### src/rtl/sjgl_pkg.sv
`timescale 1ns / 1ps
// ----------------------------------------------------------------------------
// sjgl_pkg
// Shared constants, types and helpers for the Shift-JIS glyph locator.
// ----------------------------------------------------------------------------
package sjgl_pkg;

    localparam int MAX_BLOCKS = 16;
    localparam int ADDR_W     = $clog2(MAX_BLOCKS);
    localparam int COUNT_W    = $clog2(MAX_BLOCKS + 1);
    localparam int DIST_W     = 21;
    localparam int SIZE_W     = 9;
    localparam int PROD_W     = DIST_W + SIZE_W;

    // register indexes
    localparam logic [2:0] REG_FULL_W   = 3'd0;
    localparam logic [2:0] REG_FULL_H   = 3'd1;
    localparam logic [2:0] REG_HALF_W   = 3'd2;
    localparam logic [2:0] REG_HALF_H   = 3'd3;
    localparam logic [2:0] REG_BLK_CNT  = 3'd4;
    localparam logic [2:0] REG_SCREEN_W = 3'd5;
    localparam logic [2:0] REG_SCREEN_H = 3'd6;

    localparam logic [23:0] OFS_MAX       = 24'hffffff;
    localparam logic [7:0]  HALF_HDR_SIZE = 8'd17;
    localparam logic [7:0]  FULL_HDR_SIZE = 8'd18;

    typedef struct packed {
        logic              en;
        logic [ADDR_W-1:0] idx;
        logic [15:0]       blk_first;
        logic [15:0]       blk_last;
    } t_tbl_wr;

    typedef struct packed {
        logic               start;
        logic [15:0]        code;
        logic [COUNT_W-1:0] count;
    } t_walk_req;

    typedef struct packed {
        logic              done;
        logic              found;
        logic [DIST_W-1:0] rank;
    } t_walk_rsp;

    function automatic logic is_lead(input logic [7:0] b);
        return b inside {[8'h81:8'h9f], [8'he0:8'hfc]};
    endfunction

    // bytes per glyph: ceil(w / 8) * h
    function automatic logic [SIZE_W-1:0] glyph_size(input logic [5:0] w,
                                                     input logic [5:0] h);
        logic [6:0] s;
        s = {1'b0, w} + 7'd7;
        return {5'b0, s[6:3]} * {3'b0, h};
    endfunction

endpackage

### src/rtl/sjgl_table.sv
`timescale 1ns / 1ps
// ----------------------------------------------------------------------------
// sjgl_table
// Code-block table memory and the walk that counts codes ahead of a match.
// ----------------------------------------------------------------------------
module sjgl_table (
    input  logic               i_clk,
    input  logic               i_rst_n,
    input  sjgl_pkg::t_tbl_wr  i_wr,
    input  sjgl_pkg::t_walk_req i_req,
    output sjgl_pkg::t_walk_rsp o_rsp
);

    logic [31:0] r_mem [sjgl_pkg::MAX_BLOCKS];
    logic [31:0] r_rd;

    logic                         r_active;
    logic                         r_vld;
    logic [sjgl_pkg::COUNT_W-1:0] r_addr;
    logic [sjgl_pkg::COUNT_W-1:0] r_count;
    logic [15:0]                  r_code;
    logic [sjgl_pkg::DIST_W-1:0]  r_before;

    logic        issue;
    logic [15:0] s_first;
    logic [15:0] s_last;
    logic        ordered;
    logic        hit;
    logic        miss_end;

    assign issue    = r_active && (r_addr < r_count);
    assign s_first  = r_rd[15:0];
    assign s_last   = r_rd[31:16];
    assign ordered  = s_last >= s_first;
    assign hit      = ordered && (r_code >= s_first) && (r_code <= s_last);
    assign miss_end = !r_vld && (r_addr == r_count);

    always_ff @(posedge i_clk) begin
        if (i_wr.en) begin
            r_mem[i_wr.idx] <= {i_wr.blk_last, i_wr.blk_first};
        end
        if (issue) begin
            r_rd <= r_mem[r_addr[sjgl_pkg::ADDR_W-1:0]];
        end
    end

    always_ff @(posedge i_clk) begin
        if (!i_rst_n) begin
            r_active <= 1'b0;
            r_vld    <= 1'b0;
            r_addr   <= '0;
        end else begin
            r_vld <= issue;
            if (i_req.start) begin
                r_active <= 1'b1;
                r_addr   <= '0;
            end else begin
                if (issue) begin
                    r_addr <= r_addr + 1'b1;
                end
                if (r_active && ((r_vld && hit) || miss_end)) begin
                    r_active <= 1'b0;
                end
            end
        end
    end

    always_ff @(posedge i_clk) begin
        if (i_req.start) begin
            r_code   <= i_req.code;
            r_count  <= i_req.count;
            r_before <= '0;
        end else if (r_active && r_vld && ordered && !hit) begin
            r_before <= r_before + {5'b0, s_last - s_first} + 1'b1;
        end
    end

    assign o_rsp.done  = r_active && ((r_vld && hit) || miss_end);
    assign o_rsp.found = r_vld && hit;
    assign o_rsp.rank  = r_before + {5'b0, r_code - s_first};

endmodule

### src/rtl/sjis_glyph_locator.sv
`timescale 1ns / 1ps
// ----------------------------------------------------------------------------
// sjis_glyph_locator
// Resolves Shift-JIS text to glyph offsets and places glyphs with a cursor.
// ----------------------------------------------------------------------------
// channel   dir  transaction
// s_axis    in   tuser[0]=action, tdata = block entry fields / text byte
// m_axis    out  tuser[0]=is_full_width, tdata = code, found, offset, x, y, w, h
// cfg       in   one register write per cycle with i_cfg_we
//
// Table loads and lead bytes are handled in S_IDLE. Half-width characters
// pass through S_HMUL (multiply) and S_FIN (place). Full-width characters
// walk the table (block_count capped at 16, a hit ends the walk early), one
// memory read per entry pipelined against the compare, then multiply, place.
// A finished result waits in the output register; the next item is taken
// meanwhile, and only a second result stalls on m_axis tready.
// Synchronous active-low reset; the table memory is not cleared.
// ----------------------------------------------------------------------------
module sjis_glyph_locator (
    input  logic        i_clk,
    input  logic        i_rst_n,
    input  logic        i_s_axis_tvalid,
    output logic        o_s_axis_tready,
    // [3:0] block_index, [19:4] block_start, [35:20] block_end,
    // [43:36] text_byte, [47:44] zero
    input  logic [47:0] i_s_axis_tdata,
    // [0] action
    input  logic [0:0]  i_s_axis_tuser,
    output logic        o_m_axis_tvalid,
    input  logic        i_m_axis_tready,
    // [15:0] glyph_code, [16] glyph_found, [40:17] glyph_offset,
    // [50:41] glyph_x, [60:51] glyph_y, [66:61] glyph_width,
    // [72:67] glyph_height, [79:73] zero
    output logic [79:0] o_m_axis_tdata,
    // [0] is_full_width
    output logic [0:0]  o_m_axis_tuser,
    input  logic        i_cfg_we,
    input  logic [2:0]  i_cfg_addr,
    input  logic [10:0] i_cfg_wdata
);

    localparam logic [2:0] S_IDLE = 3'd0;
    localparam logic [2:0] S_WALK = 3'd1;
    localparam logic [2:0] S_HMUL = 3'd2;
    localparam logic [2:0] S_FMUL = 3'd3;
    localparam logic [2:0] S_FIN  = 3'd4;

    logic [2:0]  r_state;

    logic [5:0]  r_full_w, r_full_h, r_half_w, r_half_h;
    logic [4:0]  r_blk_cnt;
    logic [10:0] r_screen_w, r_screen_h;
    logic [sjgl_pkg::SIZE_W-1:0] r_full_size, r_half_size;

    logic        r_lead_pending;
    logic [7:0]  r_lead_byte;
    logic [9:0]  r_cur_x, r_cur_y;

    logic [15:0] r_code;
    logic        r_full;
    logic        r_found;
    logic [sjgl_pkg::DIST_W-1:0] r_dist;
    logic [sjgl_pkg::PROD_W-1:0] r_prod;

    logic        r_out_valid;
    logic [79:0] r_out_data;
    logic        r_out_full;

    logic        accept;
    logic        act_text;
    logic [7:0]  in_byte;
    logic [sjgl_pkg::COUNT_W-1:0] blk_n;

    sjgl_pkg::t_tbl_wr   tbl_wr;
    sjgl_pkg::t_walk_req walk_req;
    sjgl_pkg::t_walk_rsp walk_rsp;

    logic [5:0]  cw, ch;
    logic [10:0] x_end;
    logic        wrap;
    logic [9:0]  y_step;
    logic [10:0] y_end;
    logic [9:0]  out_x, out_y;
    logic [30:0] full_ofs;
    logic [23:0] ofs;
    logic        emit;

    assign accept   = i_s_axis_tvalid && o_s_axis_tready;
    assign act_text = i_s_axis_tuser[0];
    assign in_byte  = i_s_axis_tdata[43:36];
    assign blk_n    = (r_blk_cnt > 5'(sjgl_pkg::MAX_BLOCKS))
                    ? sjgl_pkg::COUNT_W'(sjgl_pkg::MAX_BLOCKS)
                    : sjgl_pkg::COUNT_W'(r_blk_cnt);

    assign o_s_axis_tready = (r_state == S_IDLE);

    assign tbl_wr.en        = accept && !act_text;
    assign tbl_wr.idx       = i_s_axis_tdata[3:0];
    assign tbl_wr.blk_first = i_s_axis_tdata[19:4];
    assign tbl_wr.blk_last  = i_s_axis_tdata[35:20];

    assign walk_req.start = accept && act_text && r_lead_pending;
    assign walk_req.code  = {r_lead_byte, in_byte};
    assign walk_req.count = blk_n;

    sjgl_table u_table (
        .i_clk   (i_clk),
        .i_rst_n (i_rst_n),
        .i_wr    (tbl_wr),
        .i_req   (walk_req),
        .o_rsp   (walk_rsp)
    );

    // placement and offset
    always_comb begin
        cw     = r_full ? r_full_w : r_half_w;
        ch     = r_full ? r_full_h : r_half_h;
        x_end  = {1'b0, r_cur_x} + {5'b0, cw};
        wrap   = x_end >= r_screen_w;
        y_step = r_cur_y + {4'b0, ch};
        y_end  = {1'b0, y_step} + {5'b0, ch};
        out_x  = wrap ? 10'd0 : r_cur_x;
        out_y  = wrap ? ((y_end >= r_screen_h) ? 10'd0 : y_step) : r_cur_y;
        full_ofs = {1'b0, r_prod} + {23'b0, sjgl_pkg::FULL_HDR_SIZE}
                 + {24'b0, blk_n, 2'b0};
        if (!r_full) begin
            ofs = r_prod[23:0] + {16'b0, sjgl_pkg::HALF_HDR_SIZE};
        end else if (!r_found) begin
            ofs = '0;
        end else if (|full_ofs[30:24]) begin
            ofs = sjgl_pkg::OFS_MAX;
        end else begin
            ofs = full_ofs[23:0];
        end
        emit = (r_state == S_FIN) && (!r_out_valid || i_m_axis_tready);
    end

    // configuration
    always_ff @(posedge i_clk) begin
        if (!i_rst_n) begin
            r_full_w   <= 6'd16;
            r_full_h   <= 6'd16;
            r_half_w   <= 6'd8;
            r_half_h   <= 6'd16;
            r_blk_cnt  <= 5'd0;
            r_screen_w <= 11'd256;
            r_screen_h <= 11'd224;
        end else if (i_cfg_we) begin
            case (i_cfg_addr)
                sjgl_pkg::REG_FULL_W:   r_full_w   <= i_cfg_wdata[5:0];
                sjgl_pkg::REG_FULL_H:   r_full_h   <= i_cfg_wdata[5:0];
                sjgl_pkg::REG_HALF_W:   r_half_w   <= i_cfg_wdata[5:0];
                sjgl_pkg::REG_HALF_H:   r_half_h   <= i_cfg_wdata[5:0];
                sjgl_pkg::REG_BLK_CNT:  r_blk_cnt  <= i_cfg_wdata[4:0];
                sjgl_pkg::REG_SCREEN_W: r_screen_w <= i_cfg_wdata;
                sjgl_pkg::REG_SCREEN_H: r_screen_h <= i_cfg_wdata;
                default: ;
            endcase
        end
    end

    always_ff @(posedge i_clk) begin
        r_full_size <= sjgl_pkg::glyph_size(r_full_w, r_full_h);
        r_half_size <= sjgl_pkg::glyph_size(r_half_w, r_half_h);
    end

    // control
    always_ff @(posedge i_clk) begin
        if (!i_rst_n) begin
            r_state        <= S_IDLE;
            r_lead_pending <= 1'b0;
            r_lead_byte    <= 8'd0;
            r_cur_x        <= 10'd0;
            r_cur_y        <= 10'd0;
            r_out_valid    <= 1'b0;
        end else begin
            case (r_state)
                S_IDLE: begin
                    if (accept && act_text) begin
                        if (r_lead_pending) begin
                            r_lead_pending <= 1'b0;
                            r_state        <= S_WALK;
                        end else if (sjgl_pkg::is_lead(in_byte)) begin
                            r_lead_pending <= 1'b1;
                            r_lead_byte    <= in_byte;
                        end else begin
                            r_state <= S_HMUL;
                        end
                    end
                end
                S_WALK: begin
                    if (walk_rsp.done) begin
                        r_state <= S_FMUL;
                    end
                end
                S_HMUL:  r_state <= S_FIN;
                S_FMUL:  r_state <= S_FIN;
                S_FIN: begin
                    if (emit) begin
                        r_cur_x <= out_x + {4'b0, cw};
                        r_cur_y <= out_y;
                        r_state <= S_IDLE;
                    end
                end
                default: r_state <= S_IDLE;
            endcase

            if (emit) begin
                r_out_valid <= 1'b1;
            end else if (i_m_axis_tready) begin
                r_out_valid <= 1'b0;
            end
        end
    end

    // datapath
    always_ff @(posedge i_clk) begin
        if (accept && act_text) begin
            r_code <= r_lead_pending ? {r_lead_byte, in_byte} : {8'd0, in_byte};
            r_full <= r_lead_pending;
        end
        if (r_state == S_WALK && walk_rsp.done) begin
            r_found <= walk_rsp.found;
            r_dist  <= walk_rsp.rank;
        end
        if (r_state == S_HMUL) begin
            r_found <= 1'b1;
            r_prod  <= {13'b0, {9'b0, r_code[7:0]} * {8'b0, r_half_size}};
        end
        if (r_state == S_FMUL) begin
            r_prod <= {9'b0, r_dist} * {21'b0, r_full_size};
        end
        if (emit) begin
            r_out_data <= {7'b0, ch, cw, out_y, out_x, ofs, r_found, r_code};
            r_out_full <= r_full;
        end
    end

    assign o_m_axis_tvalid   = r_out_valid;
    assign o_m_axis_tdata    = r_out_data;
    assign o_m_axis_tuser[0] = r_out_full;

endmodule
### config.mk
export PLATFORM = sky130hd
export DESIGN_NAME = sjis_glyph_locator
export DESIGN_NICKNAME = d
export VERILOG_FILES = /design/src/rtl/sjgl_pkg.sv /design/src/rtl/sjgl_table.sv /design/src/rtl/sjis_glyph_locator.sv
export SDC_FILE = /design/constraint.sdc
export NUM_CORES = 2
export LEC_CHECK = 0
export ABC_AREA = 1
export BUFFER_PORTS_ARGS = -buffer_cell sky130_fd_sc_hd__clkbuf_2
export CAP_MARGIN = 20
export CELL_PAD_IN_SITES_DETAIL_PLACEMENT = 0
export CELL_PAD_IN_SITES_GLOBAL_PLACEMENT = 1
export CORE_MARGIN = 2
export CORE_UTILIZATION = 54
export DETAILED_ROUTE_END_ITERATION = 8
export PLACE_DENSITY = 0.85
export SLEW_MARGIN = 30
export SYNTH_ARGS = -nofsm -noshare
export SYNTH_HDL_FRONTEND = slang
export SYNTH_SLANG_ARGS = --single-unit
### constraint.sdc
create_clock -name i_clk -period 9.4 [get_ports i_clk]
set_clock_uncertainty 0.1 [all_clocks]
set_input_delay 0.47 -clock i_clk [delete_from_list [all_inputs] [get_ports i_clk]]
set_output_delay 0.47 -clock i_clk [all_outputs]
set_load 0.1 [all_outputs]
==> out/results.txt <==
The run finished with clean final reports. After layout, the worst path uses 65.46% of the clock period. Of the synthesized area, sequential elements account for 50.04%. The static leakage was 21.92 nW; the total vias in the final route was 33570.

The largest delay contributor family on the critical path was compound AO/OA/AOI/OAI gates. The tools report the endpoint class of the critical path as a register. Clock-pin slew was measured on the worst setup and hold paths at 60 ps.

Counting distinct cell types in the post-synthesis netlist gives 51. The most frequent cell after synthesis is sky130_fd_sc_hd__nand2_1. At the end of routability-driven placement, the weighted congestion stood at 0.9398. The synthesized design spends more area on one cell type than any other, namely sky130_fd_sc_hd__edfxtp_1. The logs give 0 for the number of remaining DRC errors and 0.09067 mm² for the floorplan die area. The root buffer cell chosen for the clock tree is sky130_fd_sc_hd__clkbuf_16. In this run the worst path has a maximum fanout of 14. In this run the power density over the cells is 169.0 mW/mm². The switching share of power works out to 27.78%. The tools report the reported net switching power as 2.458 mW.

The final number of hold-violating endpoints is 0. Global routing used 25.72% of the available tracks across all layers. The run gives 0 as the number of gates resized after CTS. The count of final max-slew check failures was 0. For this configuration, the core starts out at a cell density of 54.69%. In this run the cell area of the synthesized design comes to 0.04767 mm². Adding up every negative setup slack in the final design gives 0 ps.

Largest net degree at the start of global routing: 93. The length of the first detailed-routing pass in iterations is 6, and the overall overflow remaining after global route is 0. The post-route minimum period came out at 6153 ps. After detailed routing, the average wire length per cell comes to 18.87 µm.

Setup repair after global routing left no endpoint under its margin. The maximum operating frequency is 0.1625 GHz, and the via count of the first global-routing pass is 32990. The width of the die was 301.1 µm; the source-to-sink clock delay at the later pin of the worst-skew pair was 670 ps. The initial antenna violation count is 2.

Yosys printed 0 warnings. Counting every sink on the clock net gives 838. Combinational logic burns 14.2% of the power. The violation count after the first detailed-routing iteration is 2709. Counting both buffers and inverters, the worst setup path holds a total of 3. Counting tap cells, the placed design contains a total of 5950 instances. The data arrival time of the critical path was 6590 ps. Cell internal power was estimated by the tool at 6.389 mW. The share of the synthesized area in the top cell type is 44.54%, and the delay contributed by the slowest stage of the critical path is 630 ps. The run gives 6124 as the number of standard cells in the layout, taps in and fillers out. The cell type with the highest occurrence count on the critical path is sky130_fd_sc_hd__nor2_1. The portion of total power attributed to the clock network was 38.0%; the final antenna-violating net count was 0. IR analysis of the VDD net gives a maximum drop of 226.3 µV. Headroom to the max-slew limit came out at 34.70%. Sorting the synthesized cells by how often they occur yields sky130_fd_sc_hd__nand2_1, sky130_fd_sc_hd__edfxtp_1, sky130_fd_sc_hd__inv_1. The worst setup path is launched from a register. Sorting the synthesized cells by area gives the leading types as sky130_fd_sc_hd__edfxtp_1, sky130_fd_sc_hd__fa_1, sky130_fd_sc_hd__nand2_1, sky130_fd_sc_hd__ha_1, sky130_fd_sc_hd__dfxtp_1. In the synthesized netlist, the number of instances is 4809. Counting along the longest clock path gives a buffer depth of 3.

The primary flip-flop cell chosen by synthesis mapping is sky130_fd_sc_hd__edfxtp_1. Per report_power, the sequential group accounts for 47.8% of the total. The detail-routed via count per cell came out at 5.481.

The total number of placement rows is 108, and the average footprint of a synthesized cell is 9.913 µm². The logs give 180700 µm for the first-pass GRT wire length and 5418 for the net total in the final layout. After synthesis the netlist holds a flip-flop and latch count of 838.

The core region area is 0.08716 mm². The number of flops mapped to enable cells by yosys is 707, and the number of max-capacitance violations reported is 0. Pin placement for this block handled 151 I/O pins. The slowest cell on the critical path was sky130_fd_sc_hd__inv_1.

At the worst endpoint, the required time is 9840 ps. Detailed placement ended at an HPWL of 79180 µm. The worst-margin pin slew was 979.5 ps; the fraction of layout cells with a size suffix above 1 was 7.810%. Summed over all layers, the routed wires come to 115500 µm. The worst hold path belongs to the class input port to register.

TritonCTS built the clock tree. The path type of the worst setup path was register to register. The async set or reset register ratio after synthesis is 0%. In this run the number of H-tree levels came out at 3. Buffers inserted during clock tree synthesis total 87.

For the count of endpoints failing setup in the final report, the log shows 0. The area growth from synthesis to layout is 9.816%, and the number of buffer cells added on primary ports is 139. The chip height is 301.1 µm.
[layout make-up]
| class | count | area [µm²] |
|---|---|---|
| Antenna cell | 1 | 2.502 |
| Clock buffer | 104 | 2271 |
| Clock inverter | 59 | 520.5 |
| Fill cell | 7274 | 34810 |
| Inverter | 668 | 2514 |
| Multi-Input combinational cell | 3111 | 20650 |
| Sequential cell | 838 | 23860 |
| Tap cell | 1155 | 1445 |
| Timing Repair Buffer | 188 | 1089 |
[path summary, 6_finish.rpt]
path                           start                 to  slack (ps)  depth (start not counted)
setup / recovery              r_full         r_cur_x[8]        3250                         28
hold / removal    i_s_axis_tdata[43]          r_code[7]          40                          1
setup reg to reg              r_full         r_cur_x[8]        3250                         28
hold reg to reg            r_code[9]  o_m_axis_tdata[9]         310                          0
[flip-flops by register name (all words and copies together) (netlist names), 16 cells and up]
signal            flops
r_prod               30
r_dist               21
u_table.r_code       16
o_m_axis_tdata       73
u_table.r_before     21
u_table.r_rd         32
u_table.r_mem       512
r_code               16
[cells by family after synthesis]
group	share of synthesized area [%]
flops	50.04
simple gates	14.31
buf+inv	6.992
fa+ha+maj	15.13
other cells	0.007866
xor+xnor	2.444
mux	1.050
compound gates	10.03
[power groups by stage]
stage	clock network, mW	logic (mW)	registers (mW)
6_report	3.36	1.26	4.23
5_1_grt	3.55	1.43	4.24
4_1_cts	3.41	1.27	4.23
3_5_place_dp	0	1.26	4.31
3_3_place_gp	0	1.24	4.31
2_1_floorplan	0	0.851	4.37
[metrics by stage]
step | area, µm² | hold WS (ps) | setup WS, ps | power [mW] | utilization, %
6_report | 52350 | 35.92 | 3247 | 8.847 | 60.06
5_1_grt | 52350 | 41.31 | 2736 | 9.220 | 60.06
4_1_cts | 52350 | 9.087 | 3225 | 8.910 | 60.06
3_5_place_dp | 49450 | 304.5 | 3263 | 5.564 | 56.74
3_3_place_gp | 49450 | 302.2 | 3296 | 5.546 | 56.74
2_1_floorplan | 47690 | 300.3 | 3848 | 5.220 | -
[placed cells by master, fill, tap and decap left out, types with 27 or more instances in the layout]
master	instances
sky130_fd_sc_hd__nor2_1	499
sky130_fd_sc_hd__mux2i_1	50
sky130_fd_sc_hd__o221ai_1	50
sky130_fd_sc_hd__nand2_1	854
sky130_fd_sc_hd__clkbuf_2	139
sky130_fd_sc_hd__inv_1	658
sky130_fd_sc_hd__nand3_1	154
sky130_fd_sc_hd__a21oi_1	254
sky130_fd_sc_hd__ha_1	255
sky130_fd_sc_hd__fa_1	201
sky130_fd_sc_hd__o32ai_1	78
sky130_fd_sc_hd__dfxtp_1	128
sky130_fd_sc_hd__edfxtp_1	707
sky130_fd_sc_hd__xor2_1	93
sky130_fd_sc_hd__clkbuf_16	87
sky130_fd_sc_hd__o21bai_1	27
sky130_fd_sc_hd__o21ai_0	328
sky130_fd_sc_hd__nor3_1	37
sky130_fd_sc_hd__xnor2_1	40
sky130_fd_sc_hd__buf_4	39
[layer usage]
metal	vias to the layer above	wire, µm	track usage [%]
met1	16060	48390	33.05
met2	952	56900	44.48
met3	224	6525	3.631
met5	-	18	0
met4	2	3701	9.299
li1	16330	-	-
[what timing repair did]
action | 4_1_cts | 5_1_grt
hold buffers | 10 | 0
buffers inserted | 0 | 0
endpoints found under the hold margin | 17 | 0
No activity file was read; power rests on OpenSTA's default activity.
